==> config.mk <==
export PLATFORM = sky130hd
export DESIGN_NAME = dual_quadrature_decoder_top
export DESIGN_NICKNAME = d
export VERILOG_FILES = /design/src/hdl/dqd_pkg.sv /design/src/hdl/dqd_core.sv /design/src/hdl/dqd_skid.sv /design/src/hdl/dual_quadrature_decoder_top.sv
export SDC_FILE = /design/constraint.sdc
export NUM_CORES = 1
export LEC_CHECK = 0
export BUFFER_PORTS_ARGS = -buffer_cell sky130_fd_sc_hd__buf_2
export CAP_MARGIN = 20
export CORE_MARGIN = 3
export CORE_UTILIZATION = 55
export DETAILED_ROUTE_END_ITERATION = 16
export GPL_TIMING_DRIVEN = 0
export PLACE_DENSITY = 0.78
export SETUP_SLACK_MARGIN = 0.5
export SYNTH_ARGS = -nofsm -noshare
export SYNTH_HDL_FRONTEND = slang
export SYNTH_SLANG_ARGS = --single-unit
==> constraint.sdc <==
create_clock -name aclk -period 17.38 [get_ports aclk]
set_input_delay 5.214 -clock aclk [delete_from_list [all_inputs] [get_ports aclk]]
set_output_delay 5.214 -clock aclk [all_outputs]
set_load 0.02 [all_outputs]
==> src/hdl/dqd_pkg.sv <==
// Package for the dual quadrature decoder: command codes, the input item type
// and the x4 quadrature step function.
// No dependencies.
`default_nettype none

package dqd_pkg;

    // Command codes carried in the mode field.
    localparam logic [1:0] MODE_SAMPLE = 2'd0;
    localparam logic [1:0] MODE_CLEAR  = 2'd1;
    localparam logic [1:0] MODE_READ_CLEAR = 2'd2;
    localparam logic [1:0] MODE_ADD    = 2'd3;

    // Step codes: two-bit signed values.
    localparam logic [1:0] STEP_NONE = 2'b00;
    localparam logic [1:0] STEP_UP   = 2'b01;
    localparam logic [1:0] STEP_DOWN = 2'b11;

    // Bit places of the pin levels within the four-bit pin group.
    localparam int PIN_LEFT_A  = 0;
    localparam int PIN_LEFT_B  = 1;
    localparam int PIN_RIGHT_A = 2;
    localparam int PIN_RIGHT_B = 3;

    // One input item as the core sees it.
    typedef struct packed {
        logic [1:0]         mode;
        logic [3:0]         pins;
        logic signed [15:0] offset_left;
        logic signed [15:0] offset_right;
    } dqd_item_t;

    // x4 decode of one wheel. Phase A takes priority when both phases change.
    function automatic logic [1:0] quad_step(input logic a, input logic b,
                                             input logic pa, input logic pb);
        logic [1:0] step;
        step = STEP_NONE;
        if (a != pa) begin
            if (a) begin
                step = b ? STEP_DOWN : STEP_UP;
            end else begin
                step = b ? STEP_UP : STEP_DOWN;
            end
        end else if (b != pb) begin
            if (b) begin
                step = a ? STEP_UP : STEP_DOWN;
            end else begin
                step = a ? STEP_DOWN : STEP_UP;
            end
        end
        return step;
    endfunction

endpackage

`default_nettype wire

==> src/hdl/dqd_core.sv <==
// Position state of both wheels and the update for one item.
// Depends on dqd_pkg for the item type, command codes and step function.
`default_nettype none

module dqd_core #(
    parameter int COUNT_WIDTH = 32
) (
    input  wire logic                   aclk,
    input  wire logic                   aresetn,
    input  wire logic                   accept,
    input  wire dqd_pkg::dqd_item_t     item,
    output logic [COUNT_WIDTH-1:0]      shown_left,
    output logic [COUNT_WIDTH-1:0]      shown_right
);

    logic [COUNT_WIDTH-1:0] left_count_reg, left_count_next;
    logic [COUNT_WIDTH-1:0] right_count_reg, right_count_next;
    logic [3:0]             prior_pins_reg, prior_pins_next;

    logic [1:0]  step_left, step_right;
    logic [63:0] step_left_ext, step_right_ext, off_left_ext, off_right_ext;

    // Decode steps against the pins of the last sample.
    always_comb begin
        step_left  = dqd_pkg::quad_step(item.pins[dqd_pkg::PIN_LEFT_A],
                                        item.pins[dqd_pkg::PIN_LEFT_B],
                                        prior_pins_reg[dqd_pkg::PIN_LEFT_A],
                                        prior_pins_reg[dqd_pkg::PIN_LEFT_B]);
        step_right = dqd_pkg::quad_step(item.pins[dqd_pkg::PIN_RIGHT_A],
                                        item.pins[dqd_pkg::PIN_RIGHT_B],
                                        prior_pins_reg[dqd_pkg::PIN_RIGHT_A],
                                        prior_pins_reg[dqd_pkg::PIN_RIGHT_B]);
        step_left_ext  = {{62{step_left[1]}}, step_left};
        step_right_ext = {{62{step_right[1]}}, step_right};
        off_left_ext   = {{48{item.offset_left[15]}}, item.offset_left};
        off_right_ext  = {{48{item.offset_right[15]}}, item.offset_right};
    end

    // Next state and the positions shown with this item.
    always_comb begin
        left_count_next  = left_count_reg;
        right_count_next = right_count_reg;
        prior_pins_next  = prior_pins_reg;
        shown_left       = left_count_reg;
        shown_right      = right_count_reg;
        case (item.mode)
            dqd_pkg::MODE_SAMPLE: begin
                left_count_next  = left_count_reg + step_left_ext[COUNT_WIDTH-1:0];
                right_count_next = right_count_reg - step_right_ext[COUNT_WIDTH-1:0];
                prior_pins_next  = item.pins;
                shown_left       = left_count_next;
                shown_right      = right_count_next;
            end
            dqd_pkg::MODE_CLEAR: begin
                left_count_next  = '0;
                right_count_next = '0;
                shown_left       = '0;
                shown_right      = '0;
            end
            dqd_pkg::MODE_READ_CLEAR: begin
                left_count_next  = '0;
                right_count_next = '0;
            end
            dqd_pkg::MODE_ADD: begin
                left_count_next  = left_count_reg + off_left_ext[COUNT_WIDTH-1:0];
                right_count_next = right_count_reg + off_right_ext[COUNT_WIDTH-1:0];
                shown_left       = left_count_next;
                shown_right      = right_count_next;
            end
            default: begin
                left_count_next  = left_count_reg;
                right_count_next = right_count_reg;
            end
        endcase
    end

    // State advances only on an accepted transfer.
    always_ff @(posedge aclk) begin
        if (!aresetn) begin
            left_count_reg  <= '0;
            right_count_reg <= '0;
            prior_pins_reg  <= '0;
        end else if (accept) begin
            left_count_reg  <= left_count_next;
            right_count_reg <= right_count_next;
            prior_pins_reg  <= prior_pins_next;
        end
    end

endmodule

`default_nettype wire

==> src/hdl/dqd_skid.sv <==
// Two-entry output register with skid stage for the result channel.
// No dependencies.
`default_nettype none

module dqd_skid #(
    parameter int WIDTH = 64
) (
    input  wire logic             aclk,
    input  wire logic             aresetn,
    input  wire logic             in_valid,
    output logic                  in_ready,
    input  wire logic [WIDTH-1:0] in_data,
    output logic                  out_valid,
    input  wire logic             out_ready,
    output logic [WIDTH-1:0]      out_data
);

    logic             main_valid_reg, skid_valid_reg;
    logic [WIDTH-1:0] main_data_reg, skid_data_reg;

    assign in_ready  = !skid_valid_reg;
    assign out_valid = main_valid_reg;
    assign out_data  = main_data_reg;

    // Control: the main entry refills when it is empty or being taken.
    always_ff @(posedge aclk) begin
        if (!aresetn) begin
            main_valid_reg <= 1'b0;
            skid_valid_reg <= 1'b0;
        end else if (out_ready || !main_valid_reg) begin
            if (skid_valid_reg) begin
                main_valid_reg <= 1'b1;
                skid_valid_reg <= 1'b0;
            end else begin
                main_valid_reg <= in_valid;
            end
        end else if (in_valid && !skid_valid_reg) begin
            skid_valid_reg <= 1'b1;
        end
    end

    // Payload: no reset needed.
    always_ff @(posedge aclk) begin
        if (out_ready || !main_valid_reg) begin
            main_data_reg <= skid_valid_reg ? skid_data_reg : in_data;
        end else if (in_valid && !skid_valid_reg) begin
            skid_data_reg <= in_data;
        end
    end

endmodule

`default_nettype wire

==> src/hdl/dual_quadrature_decoder_top.sv <==
// Top level of the dual quadrature decoder: unpacks the input stream, runs the
// position core and buffers results. Depends on dqd_pkg, dqd_core, dqd_skid.
//
// Channel   Direction  Ports                              Contents
// s_        in         s_tvalid s_tready s_tdata s_tuser  pins, offsets; mode
// m_        out        m_tvalid m_tready m_tdata          counts and their sum
//
// One item per cycle is sustained while m_tready is high. The state update
// is a COUNT_WIDTH-bit add or subtract per wheel in the core, or a clear; the
// result enters the output buffer at the edge that accepts the item and is
// offered from the following cycle if no result waits ahead. Reset clears both
// positions and the prior pins. The two-entry output buffer keeps s_tready high
// while one result waits; s_tready falls only when both entries hold results.
`default_nettype none

module dual_quadrature_decoder_top #(
    parameter int COUNT_WIDTH = 32
) (
    input  wire logic         aclk,
    input  wire logic         aresetn,
    input  wire logic         s_tvalid,
    output logic              s_tready,
    // [0] left_pin_a, [1] left_pin_b, [2] right_pin_a, [3] right_pin_b,
    // [19:4] offset_left, [35:20] offset_right, [39:36] zero
    input  wire logic [39:0]  s_tdata,
    // [1:0] mode
    input  wire logic [1:0]   s_tuser,
    output logic              m_tvalid,
    input  wire logic         m_tready,
    // [31:0] count_left, [63:32] count_right, [96:64] count_sum, [103:97] zero
    output logic [103:0]      m_tdata
);

    localparam int EXT_WIDTH = (COUNT_WIDTH > 33) ? COUNT_WIDTH : 33;

    dqd_pkg::dqd_item_t     item;
    logic                   accept;
    logic [COUNT_WIDTH-1:0] shown_left, shown_right;
    logic [COUNT_WIDTH-1:0] out_left, out_right;
    logic [EXT_WIDTH-1:0]   ext_left, ext_right, ext_sum;

    // Unpack the input transfer.
    always_comb begin
        item.mode         = s_tuser;
        item.pins         = s_tdata[3:0];
        item.offset_left  = s_tdata[19:4];
        item.offset_right = s_tdata[35:20];
    end

    assign accept = s_tvalid && s_tready;

    dqd_core #(
        .COUNT_WIDTH(COUNT_WIDTH)
    ) u_core (
        .aclk        (aclk),
        .aresetn     (aresetn),
        .accept      (accept),
        .item        (item),
        .shown_left  (shown_left),
        .shown_right (shown_right)
    );

    dqd_skid #(
        .WIDTH(2 * COUNT_WIDTH)
    ) u_skid (
        .aclk      (aclk),
        .aresetn   (aresetn),
        .in_valid  (accept),
        .in_ready  (s_tready),
        .in_data   ({shown_right, shown_left}),
        .out_valid (m_tvalid),
        .out_ready (m_tready),
        .out_data  ({out_right, out_left})
    );

    // Sign-extend the buffered positions and form their sum.
    always_comb begin
        ext_left  = EXT_WIDTH'($signed(out_left));
        ext_right = EXT_WIDTH'($signed(out_right));
        ext_sum   = ext_left + ext_right;
        m_tdata   = {7'd0, ext_sum[32:0], ext_right[31:0], ext_left[31:0]};
    end

endmodule

`default_nettype wire
==> After elaboration in Yosys (flattened, before gate mapping) <==
Index checks and enable logic that the tools add are counted.
Widths: inputs -> output; s select.
{ "word_totals": {"regBits": 198, "output_inout_bits": 106, "wordCells": 53, "inputBits": 46} }
{ "classes": {"n_bitwise": 2, "n_addsub": 5, "n_eq_ne": 7, "mux": 22, "n_reduce_logical": 10} }
{ "ops": {"columns": ["op", "count"], "rows": [
  ["$pmux 32 s3", 4],
  ["$add 32x32->32", 3],
  ["$mux 64", 1],
  ["$add 32x32->33", 1],
  ["$mux 2", 16],
  ["$sub 32x32->32", 1],
  ["$eq 2x2->1 const B", 2],
  ["$ne 1x1->1", 4],
  ["$reduce_and 2->1", 2],
  ["$reduce_or 2->1", 2],
  ["$eq 2x1->1 const B", 1],
  ["$logic_and 1x1->1", 2],
  ["$logic_not 1->1", 2],
  ["$logic_not 2->1", 1],
  ["$not 1->1", 2],
  ["$logic_or 1x1->1", 1],
  ["$mux 1", 1]
]} }

==> Depth between registers and ports, before layout <==
{ "depth": {"depth_word": 7, "mapped_depth": 17, "depth_no_buf": 15} }

==> Hierarchy <==
Synthesis repeated with hierarchy kept, for this count alone.
{ "unflattened": {"hier_cells": 1955, "hier_area_um2": 17043.8} }
{ "modules_own_cells": {"columns": ["mod", "seq_area_each_um2", "cells_each", "instances", "area_per_inst_um2"], "rows": [
  ["dqd_core", 1361.3, 1486, 1, 10451.3],
  ["dqd_skid", 3883.7, 207, 1, 4702.0],
  ["dual_quadrature_decoder_top", 0.0, 262, 1, 1890.6]
]} }

==> Least setup slack after synthesis <==
OpenSTA, ideal clock, no wires.
{ "synth_timing": {"kind": "input to register", "start": "in s_tdata[0]", "end": "reg u_skid.main_data_reg[26] (netlist: u_skid.out_data[26]), data pin", "setup_slack_ns": 6.971, "required_ns": 17.120, "n_path_buf": 0, "path_stages": 13, "arrival_ns": 10.150, "setup_time_ns": 0.260, "path_cell_list": "o21ai_0 > o21ai_0 > ha_1 > a21o_1 > a21o_1 > a2111oi_0 > o41ai_1 > a31oi_1 > o21ai_0 > xnor2_1 > a2bb2oi_1 > a21oi_1 > mux2_2"} }
{ "synth_via": {"elab_chain_cells": 7, "elab_cells_between_ends": 10, "classes_between": "add/sub: 1; eq/ne: 1; mux: 8"} }
{ "synth_rtl": {"columns": ["item", "line", "text"], "rows": [
  ["start, declared", "dual_quadrature_decoder_top.sv:25", "input wire logic [39:0] s_tdata,"],
  ["$mux 2, on equally long branches", "dqd_pkg.sv:48, dqd_pkg.sv:46", null],
  ["$mux 2", "dqd_pkg.sv:45", "if (b) begin"],
  ["$mux 2", "dqd_pkg.sv:44", "end else if (b != pb) begin"],
  ["$mux 2 (*)", "dqd_pkg.sv:38", "if (a != pa) begin"],
  ["$add 32x32->32 (*)", "dqd_core.sv:48", "left_count_next = left_count_reg + step_left_ext[COUNT_WIDTH-1:0];"],
  ["$pmux 32 s3 (*)", "dqd_core.sv:46", "case (item.mode)"],
  ["net shown_left[26]", "dual_quadrature_decoder_top.sv:38", "logic [COUNT_WIDTH-1:0] shown_left, shown_right;"],
  ["$mux 64 (*)", "dqd_skid.sv:45", "main_data_reg <= skid_valid_reg ? skid_data_reg : in_data;"],
  ["end signal, assigned", "dqd_skid.sv:45", null],
  ["end, declared", "dqd_skid.sv:19", "logic [WIDTH-1:0] main_data_reg, skid_data_reg;"]
]} }
The timed path passes the listed nets; every way through them passes the cells marked *.
A chain may end at the register's enable or synchronous reset.

==> Final worst setup path <==
{ "layout_timing": {"start": "in s_tdata[3]", "end": "reg u_skid.main_data_reg[62] (netlist: u_skid.out_data[62]), data pin"} }
{ "layout_via": {"elab_chain_cells": 6, "elab_cells_between_ends": 10, "classes_between": "add/sub: 1; eq/ne: 1; mux: 8"} }
{ "layout_rtl": {"columns": ["item", "line", "text"], "rows": [
  ["$mux 2, or another cell as far along", "dqd_pkg.sv:45", null],
  ["$mux 2, on equally long branches", "dqd_pkg.sv:44, dqd_pkg.sv:39", null],
  ["$mux 2 (*)", "dqd_pkg.sv:38", null],
  ["$sub 32x32->32 (*)", "dqd_core.sv:49", "right_count_next = right_count_reg - step_right_ext[COUNT_WIDTH-1:0];"],
  ["$pmux 32 s3 (*)", "dqd_core.sv:46", null],
  ["net shown_right[30]", "dual_quadrature_decoder_top.sv:38", null],
  ["$mux 64 (*)", "dqd_skid.sv:45", null]
]} }
Marks and branches as above.

==> metrics.log <==
INFO  metric viasPerCell = 6.573
INFO  metric antenna_found_initial = 2
INFO  metric number_of_warnings_issued_by_yosys = 0
INFO  metric floorplan.die_area = 33,630 um2
INFO  metric first_pass_grt_wire_length = between 90 and 100 mm
INFO  metric wire_per_inst = 22.88 um
INFO  metric synth-simple-area-share = 17.48%
INFO  metric dp_hpwl = 46.58 mm
INFO  metric chipHeight = 183.4 um
INFO  metric dominant_combinational_cell_family_by_area_after_synthesis = compound AO/OA/AOI/OAI gates
INFO  metric worst_ep_arrival_time = 10.60 ns
INFO  metric synth-edff-count = 128
INFO  metric yosys_register_bits = around 200
INFO  metric worstReg2RegStart = u_core.prior_pins_reg[2]$_SDFFE_PN0P_
INFO  metric slew_violations = 0
INFO  metric cell_at_the_root_of_the_clock_tree = sky130_fd_sc_hd__clkbuf_16
INFO  metric cts_hold_buf = 0
INFO  metric drt_initial_violations = roughly 1.7k
INFO  metric startpoint = s_tdata[3]
INFO  metric critical_path.endpoint_type = flop
INFO  metric netlist_area = 17,310 um2
INFO  metric finalSetupViolCount = 0
INFO  metric standard_cell_row_count = 64
INFO  metric synth_async_sr_flop_share = 0%
INFO  metric power_density = about 95 nW/um2
INFO  metric syn_to_final_growth = 10.99%
INFO  metric leakage_power_figure = roughly 0.0082 uW
INFO  metric clock_tree.htree_level_count = 4
INFO  metric num_vias = 17.15k
INFO  metric worstSkewPairLatency = between 0.4 and 0.5 ns
INFO  metric place.detailed.instances = 2,577
INFO  metric fraction_of_layout_instances_using_a_drive_strength_above_1 = 13.38%
INFO  metric period_needed = 10.40 ns
INFO  metric globalplace.congestion = 1.017
INFO  metric drt.antenna.violating_nets = 0
INFO  metric synth_compound_area_share = 26.00%
INFO  metric hold_viol = 0
INFO  metric post_cts_buffers = 0
INFO  metric cts_resized = 0
INFO  metric slew_headroom = 21.37%
INFO  metric detail_route.drc_violations = 0
INFO  metric achievable_clock_frequency = 96.12 MHz
INFO  metric ys_seq_area_share = 30.31%
INFO  metric multi_input_area = about 11,000 um2
INFO  metric vdd_ir_drop_max = between 0.07 and 0.08 mV
INFO  metric critPathLaunchType = primary input
INFO  metric tightest_slew = 1.175 ns
INFO  metric final_cell_count_no_fill = 2,609
INFO  metric most_used_dff_post_synth = sky130_fd_sc_hd__edfxtp_1
INFO  metric worst_setup_hold_path_clk_slew = 0.09 ns
INFO  metric global_route.usage.total = 35.03%
INFO  metric final_nets = 2,383
INFO  metric finalClockSkew = 0.02152 ns
INFO  metric layout.area.seq = 5245 um2
INFO  metric worstHoldStart = u_core.prior_pins_reg[1]$_SDFFE_PN0P_
INFO  metric synth.area.mux_share = under 10%
INFO  metric synthesis.area_per_instance = 8.512 um2
INFO  metric max_cap_violations = 0
INFO  metric hp-class = reg2reg
INFO  metric cp_data_required_time = 17.58 ns
INFO  metric timing.setup.tns = 0 ns
INFO  metric die-width = 183.4 um
INFO  metric syn_inst = between 2k and 2.5k
INFO  metric rsz0062_at_grt = false
INFO  metric synthesized_area_fraction_occupied_by_adder_cells = 10.08%
INFO  metric max-clock-path-buffers = 2
INFO  metric routed_wl = 59.70 mm
INFO  metric initial_utilization = between 50% and 60%
INFO  metric post-route-period-util = about three fifths
INFO  metric synth-xor-area-share = roughly 6.8%
INFO  metric worst-r2r-setup-slack = 11.39 ns
INFO  metric filler_cell_count = 2,723
INFO  metric grt_max_degree = 68
INFO  metric yosys.cell_types.count = 95
INFO  metric grt_pass1_vias = about 16k
INFO  metric tritoncts_num_sinks = 198
INFO  metric io_buffer_count = 140
INFO  metric totalPowerFinal = ~1800 uW
INFO  metric tritoncts.num_buffers = 17
INFO  metric critical_path_class = in2reg
INFO  metric run_status = completed
INFO  metric critPathMaxFanout = 10
INFO  metric overflow = 0
INFO  metric floorplan.core_area = 30,830 um2
INFO  metric drt_pass1_iterations = 6
INFO  metric design.portCount = 152
INFO  metric tritoncts = built
INFO  metric diodes = 0
cell families (layout without fill, tap and decap cells):
logic type | after synthesis | in the layout
other cells | 1 | 7
buf+inv | 180 | 354
flops | 198 | 198
xor+xnor | 135 | 135
compound gates | 680 | 680
mux | 75 | 75
simple gates | 627 | 627
fa+ha+maj | 137 | 137
final timing paths:
check / endpoint / depth (start not counted)
setup / recovery: u_skid.out_data[62]$_DFFE_PP_ / 18
hold / removal: u_core.prior_pins_reg[1]$_SDFFE_PN0P_ / 2
setup reg to reg: u_skid.out_data[62]$_DFFE_PP_ / 17
hold reg to reg: u_core.prior_pins_reg[1]$_SDFFE_PN0P_ / 2
synthesized netlist by cell type (30+ instances only):
cell type | number | area (um2)
sky130_fd_sc_hd__nand2_1 | 139 | 521.8
sky130_fd_sc_hd__a22oi_1 | 30 | 225.2
sky130_fd_sc_hd__clkbuf_1 | 90 | 337.8
sky130_fd_sc_hd__a21o_1 | 66 | 495.5
sky130_fd_sc_hd__nor2_1 | 211 | 792.0
sky130_fd_sc_hd__xor2_1 | 47 | 411.6
sky130_fd_sc_hd__o21ai_0 | 113 | 565.5
sky130_fd_sc_hd__a31oi_1 | 30 | 187.7
sky130_fd_sc_hd__inv_1 | 50 | 187.7
sky130_fd_sc_hd__ha_1 | 133 | 1664
sky130_fd_sc_hd__a21oi_1 | 187 | 935.9
sky130_fd_sc_hd__xnor2_1 | 88 | 770.7
sky130_fd_sc_hd__nand3_1 | 40 | 200.2
sky130_fd_sc_hd__mux2_2 | 60 | 675.7
sky130_fd_sc_hd__edfxtp_1 | 128 | 3844
sky130_fd_sc_hd__nor3_1 | 58 | 290.3
sky130_fd_sc_hd__a211oi_1 | 41 | 307.8
sky130_fd_sc_hd__dfxtp_1 | 70 | 1401
placed cells by master, fill, tap and decap left out, types with 10 or more instances in the layout:
master,instances
sky130_fd_sc_hd__nor2b_1,21
sky130_fd_sc_hd__o21ai_0,112
sky130_fd_sc_hd__a21oi_1,187
sky130_fd_sc_hd__a22oi_1,30
sky130_fd_sc_hd__clkbuf_16,17
sky130_fd_sc_hd__and3_1,26
sky130_fd_sc_hd__a221oi_1,16
sky130_fd_sc_hd__nor3_1,58
sky130_fd_sc_hd__nand2b_1,24
sky130_fd_sc_hd__and2_1,11
sky130_fd_sc_hd__dfxtp_1,70
sky130_fd_sc_hd__o21a_1,23
sky130_fd_sc_hd__inv_1,50
sky130_fd_sc_hd__nand4_1,22
sky130_fd_sc_hd__mux2i_1,14
sky130_fd_sc_hd__o21bai_1,10
sky130_fd_sc_hd__o31ai_1,15
sky130_fd_sc_hd__edfxtp_1,128
sky130_fd_sc_hd__nor2_1,210
sky130_fd_sc_hd__o221ai_1,18
sky130_fd_sc_hd__a31oi_1,30
sky130_fd_sc_hd__or3_1,12
sky130_fd_sc_hd__buf_4,10
sky130_fd_sc_hd__xor2_1,47
sky130_fd_sc_hd__buf_2,152
sky130_fd_sc_hd__ha_1,133
sky130_fd_sc_hd__o22ai_1,21
sky130_fd_sc_hd__a211oi_1,41
sky130_fd_sc_hd__nand3_1,40
sky130_fd_sc_hd__clkbuf_1,90
sky130_fd_sc_hd__nand2_1,139
sky130_fd_sc_hd__o211ai_1,10
sky130_fd_sc_hd__a21o_1,66
sky130_fd_sc_hd__mux2_2,60
sky130_fd_sc_hd__xnor2_1,88
power by group:
group / internal (uW) / switching (uW)
Sequential: 556 / 36.1
Combinational: 298 / 514
Clock: 210 / 212
cell type report:
class                           count  share of cell area, %
Timing Repair Buffer              142                  3.856
Inverter                           52                  1.016
Multi-Input combinational cell   1661                  59.01
Sequential cell                   198                  27.31
Clock inverter                     15                 0.9967
Tap cell                          396                  2.580
Clock buffer                       17                  2.215
Buffer                            128                  3.023
stage by stage:
stage	utilization (%)	instance area [um2]	setup slack, ns	hold WS [ns]
finish	62.30	19210	6.976	0.5061
global route	62.30	19210	6.776	0.5413
CTS	62.30	19210	7.206	0.4960
detailed placement	60.30	18590	6.768	0.4825
global placement	60.09	18520	4.919	0.4735
floorplan	-	17330	6.971	0.4618
worst max-delay path, cell delays in order:
cell and delay (ns):
sky130_fd_sc_hd__buf_2 0.15, sky130_fd_sc_hd__and2b_4 0.20, sky130_fd_sc_hd__a22oi_1 0.39, sky130_fd_sc_hd__buf_2 0.32
sky130_fd_sc_hd__buf_2 0.27, sky130_fd_sc_hd__buf_1 0.59, sky130_fd_sc_hd__xnor2_1 0.13, sky130_fd_sc_hd__ha_1 0.30
sky130_fd_sc_hd__nor4_1 0.39, sky130_fd_sc_hd__a21oi_1 0.12, sky130_fd_sc_hd__mux2i_1 0.27, sky130_fd_sc_hd__o21ai_0 0.19
sky130_fd_sc_hd__a2111o_1 0.48, sky130_fd_sc_hd__a2111oi_2 0.62, sky130_fd_sc_hd__xor2_1 0.14, sky130_fd_sc_hd__a32oi_1 0.25
sky130_fd_sc_hd__a31oi_1 0.20, sky130_fd_sc_hd__mux2_2 0.34
routing by layer:
metal	wire, um	global-route usage [%]	share of wire (%)	up-vias
met4	2520	14.47	4.2	2
li1	-	-	-	7968
met1	24980	47.56	42	8127
met3	6132	7.160	10	158
met5	13	0	0.022	-
met2	26050	54.79	44	895
No activity file was read; power rests on OpenSTA's default activity.
